**config.mk**
```make
export PLATFORM = sky130hd
export DESIGN_NAME = hex_or_decimal_radix_choice
export DESIGN_NICKNAME = d
export VERILOG_FILES = /design/src/hw/rtl/hrc_pkg.sv /design/src/hw/rtl/hex_or_decimal_radix_choice.sv /design/src/hw/rtl/hrc_cell.sv /design/src/hw/rtl/hrc_tally.sv
export SDC_FILE = /design/constraint.sdc
export NUM_CORES = 1
export LEC_CHECK = 0
export ABC_AREA = 1
export BUFFER_PORTS_ARGS = -buffer_cell sky130_fd_sc_hd__buf_2
export CAP_MARGIN = 10
export CORE_AREA = 2 2 216 218
export CTS_BUF_LIST = sky130_fd_sc_hd__clkbuf_8
export CTS_CLUSTER_SIZE = 10
export DETAILED_ROUTE_END_ITERATION = 8
export DIE_AREA = 0 0 218 220
export PLACE_DENSITY = 0.68
export SLEW_MARGIN = 20
export SYNTH_ARGS = -nofsm -noshare
export SYNTH_HDL_FRONTEND = slang
export SYNTH_HIERARCHICAL = 1
export SYNTH_SLANG_ARGS = --single-unit
```
**constraint.sdc**
```tcl
create_clock -name clk -period 4.9 [get_ports clk]
set_input_delay 0.98 -clock clk [delete_from_list [all_inputs] [get_ports clk]]
set_output_delay 0.98 -clock clk [all_outputs]
set_load 0.005 [all_outputs]
```
**src/hw/rtl/hrc_pkg.sv**
```systemverilog
`timescale 1ns / 1ps
`default_nettype none

package hrc_pkg;

  localparam int unsigned VALUE_WIDTH_DEF = 64;
  localparam int unsigned IN_WIDTH        = 64;

  // largest count widths over the whole parameter range (up to 64 bits)
  localparam int unsigned DIGITS_W   = 5;
  localparam int unsigned DEC_DIST_W = 4;
  localparam int unsigned HEX_DIST_W = 5;
  localparam int unsigned PROD_W     = 11;

  localparam int unsigned SMALL_LIMIT = 16;
  localparam int unsigned POW2_FLOOR  = 64;
  localparam int unsigned HEX_WEIGHT  = 5;
  localparam int unsigned DEC_WEIGHT  = 6;

  typedef struct packed {
    logic [DIGITS_W-1:0]   dec_digits;
    logic [DEC_DIST_W-1:0] dec_distinct;
    logic [DIGITS_W-1:0]   hex_digits;
    logic [HEX_DIST_W-1:0] hex_distinct;
  } counts_t;

endpackage

`default_nettype wire

```
**src/hw/rtl/hex_or_decimal_radix_choice.sv**
```systemverilog
`timescale 1ns / 1ps
`default_nettype none

// Decides whether an unsigned constant reads better in hex (use_hex = 1) or
// decimal; only the low VALUE_WIDTH bits of value are looked at. Values below
// 16 give decimal, single-bit values above 64 give hex, and every other value
// goes through a digit test: hex wins when
// 5 * decimal distinct digits * hex digits >= 6 * hex distinct digits * decimal digits.
// The decimal digits come from a row of BCD shift-and-add-three cells that
// takes one bit of the value per cycle. An accepted item passes through
// the shift state, which moves its bits through the cell row, the tally
// state, which counts the digits, and the decide state, which forms the
// decision into the output register. One item is worked on at a time; the
// next one is taken as soon as the result sits in the output register, even
// if that result has not yet been taken.
module hex_or_decimal_radix_choice #(
  parameter int unsigned VALUE_WIDTH = hrc_pkg::VALUE_WIDTH_DEF
) (
  input  wire logic                         clk,
  input  wire logic                         rst,
  input  wire logic                         in_valid,
  output logic                              in_stall,
  input  wire logic [hrc_pkg::IN_WIDTH-1:0] value,
  output logic                              out_valid,
  input  wire logic                         out_stall,
  output logic                              use_hex
);

  import hrc_pkg::*;

  localparam int unsigned NDEC  = (VALUE_WIDTH * 30103) / 100000 + 1;
  localparam int unsigned NHEX  = (VALUE_WIDTH + 3) / 4;
  localparam int unsigned CNT_W = $clog2(VALUE_WIDTH);

  typedef enum logic [3:0] {
    ST_IDLE   = 4'b0001,
    ST_SHIFT  = 4'b0010,
    ST_TALLY  = 4'b0100,
    ST_DECIDE = 4'b1000
  } state_t;

  state_t                  state;
  state_t                  state_next;
  logic [CNT_W-1:0]        cnt;
  logic [VALUE_WIDTH-1:0]  masked;
  logic [VALUE_WIDTH-1:0]  orig;
  logic [VALUE_WIDTH-1:0]  sh;
  logic                    is_small;
  logic                    is_pow2;
  logic                    accept;
  logic                    out_free;
  logic [NDEC:0]           carry;
  logic [NDEC*4-1:0]       dec;
  logic [NHEX*4-1:0]       hex;
  counts_t                 counts;
  logic [PROD_W-1:0]       lhs;
  logic [PROD_W-1:0]       rhs;
  logic                    decision;

  assign masked   = value[VALUE_WIDTH-1:0];
  assign in_stall = (state != ST_IDLE);
  assign accept   = in_valid && !in_stall;
  assign out_free = !out_valid || !out_stall;

  always_comb begin
    state_next = state;
    unique case (state)
      ST_IDLE:   if (accept) state_next = ST_SHIFT;
      ST_SHIFT:  if (cnt == CNT_W'(VALUE_WIDTH - 1)) state_next = ST_TALLY;
      ST_TALLY:  state_next = ST_DECIDE;
      ST_DECIDE: if (out_free) state_next = ST_IDLE;
      default:   state_next = ST_IDLE;
    endcase
  end

  always_ff @(posedge clk) begin
    if (rst) begin
      state <= ST_IDLE;
    end else begin
      state <= state_next;
    end
  end

  always_ff @(posedge clk) begin
    if (accept) begin
      cnt      <= '0;
      sh       <= masked;
      orig     <= masked;
      is_small <= (masked < VALUE_WIDTH'(SMALL_LIMIT));
      is_pow2  <= (masked > VALUE_WIDTH'(POW2_FLOOR)) &&
                  ((masked & (masked - VALUE_WIDTH'(1))) == '0);
    end else if (state == ST_SHIFT) begin
      cnt <= cnt + CNT_W'(1);
      sh  <= {sh[VALUE_WIDTH-2:0], 1'b0};
    end
  end

  // bits enter the least significant cell, msb first
  assign carry[0] = sh[VALUE_WIDTH-1];

  for (genvar i = 0; i < NDEC; i++) begin : g_cell
    hrc_cell u_cell (
      .clk       (clk),
      .clear     (accept),
      .shift     (state == ST_SHIFT),
      .carry_in  (carry[i]),
      .carry_out (carry[i+1]),
      .digit     (dec[i*4 +: 4])
    );
  end

  assign hex = (NHEX * 4)'(orig);

  hrc_tally #(
    .NDEC (NDEC),
    .NHEX (NHEX)
  ) u_tally (
    .clk    (clk),
    .load   (state == ST_TALLY),
    .dec    (dec),
    .hex    (hex),
    .counts (counts)
  );

  assign lhs = PROD_W'(HEX_WEIGHT) * PROD_W'(counts.dec_distinct) * PROD_W'(counts.hex_digits);
  assign rhs = PROD_W'(DEC_WEIGHT) * PROD_W'(counts.hex_distinct) * PROD_W'(counts.dec_digits);

  always_comb begin
    priority if (is_small) begin
      decision = 1'b0;
    end else if (is_pow2) begin
      decision = 1'b1;
    end else begin
      decision = (lhs >= rhs);
    end
  end

  always_ff @(posedge clk) begin
    if (rst) begin
      out_valid <= 1'b0;
    end else if (state == ST_DECIDE && out_free) begin
      out_valid <= 1'b1;
    end else if (out_valid && !out_stall) begin
      out_valid <= 1'b0;
    end
  end

  always_ff @(posedge clk) begin
    if (state == ST_DECIDE && out_free) begin
      use_hex <= decision;
    end
  end

endmodule

`default_nettype wire

```
**src/hw/rtl/hrc_cell.sv**
```systemverilog
`timescale 1ns / 1ps
`default_nettype none

module hrc_cell (
  input  wire logic       clk,
  input  wire logic       clear,
  input  wire logic       shift,
  input  wire logic       carry_in,
  output logic            carry_out,
  output logic [3:0]      digit
);

  logic [3:0] adjusted;

  // add three before the shift so the digit carries correctly into the next cell
  assign adjusted  = (digit >= 4'd5) ? digit + 4'd3 : digit;
  assign carry_out = adjusted[3];

  always_ff @(posedge clk) begin
    if (clear) begin
      digit <= 4'd0;
    end else if (shift) begin
      digit <= {adjusted[2:0], carry_in};
    end
  end

endmodule

`default_nettype wire

```
**src/hw/rtl/hrc_tally.sv**
```systemverilog
`timescale 1ns / 1ps
`default_nettype none

module hrc_tally #(
  parameter int unsigned NDEC = 20,
  parameter int unsigned NHEX = 16
) (
  input  wire logic                 clk,
  input  wire logic                 load,
  input  wire logic [NDEC*4-1:0]    dec,
  input  wire logic [NHEX*4-1:0]    hex,
  output hrc_pkg::counts_t          counts
);

  import hrc_pkg::*;

  logic [9:0]            dec_seen;
  logic [15:0]           hex_seen;
  logic [DIGITS_W-1:0]   dec_n;
  logic [DIGITS_W-1:0]   hex_n;
  logic [DEC_DIST_W-1:0] dec_u;
  logic [HEX_DIST_W-1:0] hex_u;
  counts_t               counts_next;

  always_comb begin
    dec_seen = '0;
    dec_n    = DIGITS_W'(1);
    for (int i = 0; i < NDEC; i++) begin
      if (dec[i*4 +: 4] != 4'd0) begin
        dec_n = DIGITS_W'(i + 1);
      end
    end
    // only digits up to the leading one count as significant
    for (int i = 0; i < NDEC; i++) begin
      if (DIGITS_W'(i) < dec_n) begin
        dec_seen[dec[i*4 +: 4]] = 1'b1;
      end
    end
    dec_u = '0;
    for (int i = 0; i < 10; i++) begin
      dec_u = dec_u + DEC_DIST_W'(dec_seen[i]);
    end
  end

  always_comb begin
    hex_seen = '0;
    hex_n    = DIGITS_W'(1);
    for (int i = 0; i < NHEX; i++) begin
      if (hex[i*4 +: 4] != 4'd0) begin
        hex_n = DIGITS_W'(i + 1);
      end
    end
    for (int i = 0; i < NHEX; i++) begin
      if (DIGITS_W'(i) < hex_n) begin
        hex_seen[hex[i*4 +: 4]] = 1'b1;
      end
    end
    hex_u = '0;
    for (int i = 0; i < 16; i++) begin
      hex_u = hex_u + HEX_DIST_W'(hex_seen[i]);
    end
  end

  always_comb begin
    counts_next.dec_digits   = dec_n;
    counts_next.dec_distinct = dec_u;
    counts_next.hex_digits   = hex_n;
    counts_next.hex_distinct = hex_u;
  end

  always_ff @(posedge clk) begin
    if (load) begin
      counts <= counts_next;
    end
  end

endmodule

`default_nettype wire

```
==> summary.txt, run 1 <==
Status
  • Status: finished, violations left
  • Failing checks: negative setup slack

Worst setup path
  • Critical path arrival: 5660 ps
  • Crit-path max cell delay: 570 ps
  • Worst reg2reg startpoint: hex[22]
  • Worst Path Max Fanout: 5
  • Startpoint Class: flop
  • Stages on worst setup path: 18
  • Worst EP required: 5250 ps
  • Flop2flop setup slack: -410 ps
  • Crit path from: hex[22]
  • CP max-delay cell: fa_1
  • Reg2reg end: u_tally/counts[1]
  • Worst path cell trace: buf_4 > buf_4 > nand2_1 > inv_1 > a221oi_1 > o21ai_0 > a2111oi_0 > buf_4 > o221ai_1 > a21oi_1 > o2111ai_1 > fa_1 > fa_1 > fa_1 > ha_4 > inv_2 > fa_2 > inv_1
  • CP Capture Type: flop
  • Setup CP Type: flop to flop
  • Buf/Inv on CP: 6
  • Worst reg2reg path depth: 18
  • Worst path top cell family by delay: adder cells
  • Setup crit end: u_tally/counts[1]

CTS
  • TritonCTS clock tree: built
  • Clock Path Buffers: 3
  • CTS Buf Count: 45
  • Clock Tree Root: clkbuf_8
  • Worst skew pair latency: 640 ps
  • CTS sink cnt: 241
  • CTS clk-pin slew, worst paths: 60 ps
  • H-tree depth: 2

Route
  • Drt total wl: 71.6 mm
  • DR vias/cell: 5.32
  • Post-route DRC: 0
  • Routed length per instance: 17.0 µm
  • Vias: 22400
  • DRT Pass-1 Iters: 6
  • Drt initial violations: 2018
  • Final ANT Viol Nets: 0

STA
  • Worst-Margin Slew: 1150 ps
  • Post-route minimum period: 5310 ps
  • Final Worst Setup Slack: -410 ps
  • Fin. Hold Viols: 0
  • Setup violators final: 5
  • RSZ-0062 raised after global routing: yes
  • Peak Freq: 0.188 GHz
  • Crit share post-route: 108%
  • Slew headroom: 22.6%
  • Hold_ws: 470 ps
  • Skew final: 48.3 ps
  • Max Transition Viols Final: 0

Die
  • # rows: 79
  • Initial Util: 44.4%
  • Full die area: 48000 µm²
  • IO Count: 71
  • Die W: 218 µm
  • Core area: 45900 µm²
  • Die Y: 220 µm

Global route
  • First-pass GRT wire length: 111 mm
  • Largest net degree at the start of global routing: 206
  • GRT Max-Usage Layer: met2
  • Tot GR Track Use: 29.3%
  • Vias in the first global route: 21300
  • Initial antenna violation count: 2
  • GR Overflow Total: 0
  • Met1 global-route usage: 39.4%
  • Met3 Usage GRT: 4.00%
  • GRT met2 Usage: 48.5%

Layout
  • Syn-to-layout area delta: 29.5%
  • Diode count: 0
  • Nets: 3783
  • Most frequent cells in the layout: nand2_1, inv_1, buf_4
  • Filler cells: 4451
  • Most common cell after layout, fill and taps aside: nand2_1
  • Share of cells above drive strength 1: 23.9%

Place
  • Pre-CTS setup slack: -430 ps
  • Routability cong.: 1.02
  • Post-DP HPWL: 57.6 mm
  • IO buf count: 70

Flow run
  • Max Cap Viol: 0

Power and ir drop
  • Worst vdd ir: 0.382 mV
  • Sw Share: 39.6%
  • P_sw: 3.74 mW
  • Comb pwr share: 50.2%
  • Reg power frac: 28.1%
  • Internal Power: 5.71 mW
  • Clock share of power: 21.7%
  • Overall Power: 9.45 mW
  • Leakage: 12.3 nW
  • Power Density: 359 nW/µm²

Logic synthesis
  • Yosys Warn Count: 6
  • Cells after Synth: 3041
  • Synthesized area per cell: 6.69 µm²
  • Synthesized Nets: 3256
  • Post-Synthesis Cell Area: 20400 µm²

Hold path
  • Path type of the worst min-delay path: flop to flop
[area by class of cell]
cell class                      instances  area (µm²)  share of cell area (%)
Multi-Input combinational cell       2221       12600                    48.0
Sequential cell                       241        6340                    24.1
Timing Repair Buffer                  496        3580                    13.6
Inverter                              563        2120                    8.05
Tap cell                              607         759                    2.88
Clock buffer                           45         619                    2.35
Clock inverter                         32         288                    1.09
[timing repair]
action | in CTS | in global routing
gates cloned | 0 | 0
buffers inserted | 21 | 29
pin swaps | 65 | 88
endpoints found under the setup margin | 8 | 9
resized for setup | 82 | 137
hold buffers | 0 | 0
[per-layer routing]
metal | part of all wire, % | wire length, µm
met5 | 0 | 0
met4 | 3.4 | 2460
met3 | 7.0 | 5000
met2 | 46 | 32900
met1 | 44 | 31300
[worst min-delay path, cell delays in order, from the launching register on]
cell and delay, ps:
dfxtp_1 310, inv_1 60, a21oi_1 50
[how the worst min path moves through the flow]
stage / from / end / cells after the start
after global placement: cnt[5] / cnt[5] / 2
final: cnt[5] / cnt[5] / 2
after floorplan: cnt[5] / cnt[5] / 2
after CTS: cnt[5] / cnt[5] / 2
after global routing: cnt[5] / cnt[5] / 2
after detailed placement: cnt[5] / cnt[5] / 2
[metrics by stage]
stage	utilization (%)	TNS [ps]	cell area, µm²	std cells
floorplan	-	-190	20500	3041
global placement	53.1	-1200	24300	4079
detailed placement	53.1	-2060	24300	4079
CTS	56.0	-1170	25700	4177
global route	57.5	-2930	26400	4205
finish	57.5	-1560	26400	4205
[power by group through the flow]
stage,clock network (mW),registers [mW],logic [mW]
2_1_floorplan,0,2.73,2.35
3_3_place_gp,0,2.67,3.93
3_5_place_dp,0,2.68,4.05
4_1_cts,2.09,2.64,4.20
5_1_grt,2.17,2.68,5.24
6_report,2.05,2.66,4.74
[flip-flops by register name (all words and copies together) (netlist names)]
name / flops
state: 4
out_valid: 1
is_pow2: 1
u_tally/counts: 19
sh: 64
hex: 64
is_small: 1
use_hex: 1
g_cell.u_cell/digit: 80
cnt: 6
Power figures use the tool's default switching activity.
==> run 2, diff against run 1 <==
--- a/config.mk
+++ b/config.mk
@@ -13,6 +13,7 @@
 export CTS_CLUSTER_SIZE = 10
 export DETAILED_ROUTE_END_ITERATION = 8
 export DIE_AREA = 0 0 218 220
+export GPL_TIMING_DRIVEN = 0
 export PLACE_DENSITY = 0.68
 export SLEW_MARGIN = 20
 export SYNTH_ARGS = -nofsm -noshare
==> run 2 against run 1 <==
  * The run still ends with negative setup slack left
  * Register-to-register slack got worse by 170 ps
  * Via count decreased by 4.0%
  * Core utilization decreased by 3.9 points
  * Combinational power decreased by 11%
  * Clock-buffer cell count unchanged
  * Non-clock buffer count decreased by 253
  * Flip-flop and latch count unchanged
  * Clock power decreased by 8%
  * Final cell count decreased by 6.0%
  * Die area unchanged
  * Sequential power increased by 4%
  * Largest power group unchanged
==> summary.txt, run 2 (same netlist as run 1, synthesis figures left out) <==
Worst setup path
  • Critical path arrival: 5880 ps (was 5660 ps)
  • Setup CP Type: flop to flop (unchanged)
  • Stages on worst setup path: 24 (was 18)
  • Flop2flop setup slack: -580 ps (was -410 ps)
  • Worst path top cell family by delay: adder cells (unchanged)
  • Worst reg2reg startpoint: u_tally/counts[11] (was hex[22])
  • Crit-path max cell delay: 590 ps (was 570 ps)
  • Startpoint Class: flop (unchanged)
  • Buf/Inv on CP: 4 (was 6)
  • Worst reg2reg path depth: 24 (was 18)
  • CP max-delay cell: fa_2 (was fa_1)
  • Worst EP required: 5300 ps (was 5250 ps)
  • Reg2reg end: use_hex (was u_tally/counts[1])
  • Setup crit end: use_hex (was u_tally/counts[1])
  • Worst Path Max Fanout: 4 (was 5)
  • Crit path from: u_tally/counts[11] (was hex[22])
  • CP Capture Type: flop (unchanged)
  • Worst path cell trace: ha_4 > ha_4 > fa_2 > nand2_1 > inv_1 > fa_1 > fa_1 > inv_1 > fa_1 > inv_2 > ha_4 > a21oi_4 > o21ai_2 > nand2_1 > nand2_1 > a21oi_2 > xor2_2 > ha_4 > inv_1 > nor3_2 > nand2_1 > o211a_1 > o311ai_4 > o21ba_4 (was buf_4 > buf_4 > nand2_1 > inv_1 > a221oi_1 > o21ai_0 > a2111oi_0 > buf_4 > o221ai_1 > a21oi_1 > o2111ai_1 > fa_1 > fa_1 > fa_1 > ha_4 > inv_2 > fa_2 > inv_1)

Global route
  • GRT Max-Usage Layer: met2 (unchanged)
  • Largest net degree at the start of global routing: 100 (was 206)
  • Vias in the first global route: 19900 (was 21300)
  • GR Overflow Total: 0 (unchanged)
  • Met3 Usage GRT: 4.11% (was 4.00%)
  • Tot GR Track Use: 27.2% (was 29.3%)
  • First-pass GRT wire length: 103 mm (was 111 mm)
  • GRT met2 Usage: 44.1% (was 48.5%)
  • Initial antenna violation count: 0 (was 2)
  • Met1 global-route usage: 36.3% (was 39.4%)

Die
  • IO Count: 71 (unchanged)
  • Die W: 218 µm (unchanged)
  • # rows: 79 (unchanged)
  • Core area: 45900 µm² (unchanged)
  • Initial Util: 44.4% (unchanged)
  • Die Y: 220 µm (unchanged)
  • Full die area: 48000 µm² (unchanged)

CTS
  • Hold_buf cts: 0 (unchanged)
  • CTS clk-pin slew, worst paths: 60 ps (about the same)
  • Clock Tree Root: clkbuf_8 (unchanged)
  • TritonCTS clock tree: built (unchanged)
  • Clock Path Buffers: 3 (unchanged)
  • CTS Buf Count: 44 (was 45)
  • CTS sink cnt: 241 (unchanged)
  • H-tree depth: 2 (unchanged)
  • Worst skew pair latency: 650 ps (was 640 ps)

Layout
  • Nets: 3529 (was 3783)
  • Syn-to-layout area delta: 20.8% (was 29.5%)
  • Diode count: 0 (unchanged)
  • Share of cells above drive strength 1: 19.4% (was 23.9%)
  • Core Util, Final: 53.6% (was 57.5%)
  • Max FFs per register: 80 (unchanged)
  • Most frequent cells in the layout: nand2_1, inv_1, nor2_1 (was nand2_1, inv_1, buf_4)
  • Biggest register: g_cell.u_cell/digit (unchanged)
  • Most common cell after layout, fill and taps aside: nand2_1 (unchanged)

Status
  • Failing checks: negative setup slack (unchanged)
  • Status: finished, violations left (unchanged)

Power and ir drop
  • Power Density: 362 nW/µm² (was 359 nW/µm²)
  • Leakage: 11.0 nW (was 12.3 nW)
  • Overall Power: 8.89 mW (was 9.45 mW)
  • Worst vdd ir: 0.348 mV (was 0.382 mV)

Hold path
  • Path type of the worst min-delay path: flop to flop (unchanged)

Route
  • DRT Pass-1 Iters: 6 (unchanged)
  • DR vias/cell: 5.43 (was 5.32)
  • Drt initial violations: 1972 (was 2018)
  • Post-route DRC: 0 (unchanged)
  • Final ANT Viol Nets: 0 (unchanged)
  • Routed length per instance: 17.1 µm (was 17.0 µm)
  • Drt total wl: 67.5 mm (was 71.6 mm)
  • Vias: 21500 (was 22400)

Flow run
  • Max Cap Viol: 0 (unchanged)

STA
  • Post-route minimum period: 5480 ps (was 5310 ps)
  • Max Transition Viols Final: 0 (unchanged)
  • RSZ-0062 raised after global routing: yes (unchanged)
  • Slew headroom: 39.4% (was 22.6%)
  • Fin. Hold Viols: 0 (unchanged)
  • Crit share post-route: 112% (was 108%)
  • Skew final: 28.4 ps (was 48.3 ps)
  • Setup violators final: 5 (unchanged)
  • Final Worst Setup Slack: -581 ps (was -410 ps)
  • Worst-Margin Slew: 907 ps (was 1150 ps)
  • Peak Freq: 0.182 GHz (was 0.188 GHz)
  • Hold_ws: 494 ps (was 470 ps)

Place
  • Post-DP HPWL: 51.9 mm (was 57.6 mm)
  • Routability cong.: 0.989 (was 1.02)
  • IO buf count: 70 (unchanged)
-- run 2: cell count changes in the layout (fill, tap and decap cells not counted), sizes merged --
| cell | before | now |
|---|---|---|
| buf | 496 | 234 |
| bufinv | 5 | 2 |
| clkbuf | 45 | 54 |
| clkinv | 14 | 15 |
| inv | 574 | 577 |
-- run 2: repair_timing --
| action | 4_1_cts | 5_1_grt |
|---|---|---|
| endpoints found under the setup margin | 8 | 9 |
| resized for setup | 185 | 108 |
| pin swaps | 51 | 63 |
| cloned | 0 | 0 |
| setup buffers | 90 | 64 |
-- run 2: worst min path at each step --
stage	startpoint	end	depth (start not counted)
after floorplan	cnt[5]	cnt[5]	2
after global placement	cnt[5]	cnt[5]	2
after detailed placement	cnt[5]	cnt[5]	2
after CTS	cnt[5]	cnt[5]	2
after global routing	sh[47]	sh[48]	2
final	cnt[5]	cnt[5]	2
-- run 2: metal layers --
layer  vias to the layer above  share of wire [%]
li1                      10400                  -
met1                     10000                 44
met2                       822                 45
met3                       192                6.8
met4                         0                4.2
met5                         -                  0
-- run 2: final cells by class --
class	count	area, µm²
Clock buffer	45	619
Fill cell	4519	21300
Inverter	563	2130
Sequential cell	241	6410
Timing Repair Buffer	227	1620
Buffer	16	85.1
Tap cell	607	759
Clock inverter	33	215
Multi-Input combinational cell	2221	12800
-- run 2: worst reg2reg max path, cell delays in order, from the launching register on --
cell	delay, ps
edfxtp_1	450
ha_4	280
ha_4	160
fa_2	590
nand2_1	60
inv_1	70
fa_1	430
fa_1	540
inv_1	50
fa_1	490
inv_2	50
ha_4	250
a21oi_4	120
o21ai_2	90
nand2_1	80
nand2_1	70
a21oi_2	170
xor2_2	240
ha_4	250
inv_1	60
nor3_2	50
nand2_1	70
o211a_1	190
o311ai_4	160
o21ba_4	280
-- run 2: power breakdown --
part	switching, mW	leakage [nW]	internal, mW
registers	0.229	2.19	2.54
clock network	0.910	0.471	0.970
logic	2.52	8.35	1.73
total	3.66	11.0	5.23
-- run 2: per-stage QoR --
step	cells	setup TNS (ps)	setup slack (ps)	instance area (µm²)
finish	3953	-1900	-581	24600
global placement	3718	-4510	-1020	21600
CTS	3889	-1260	-528	23800
detailed placement	3721	-4650	-1080	21700
global route	3953	-3350	-781	24600
floorplan	3041	-190	-189	20500
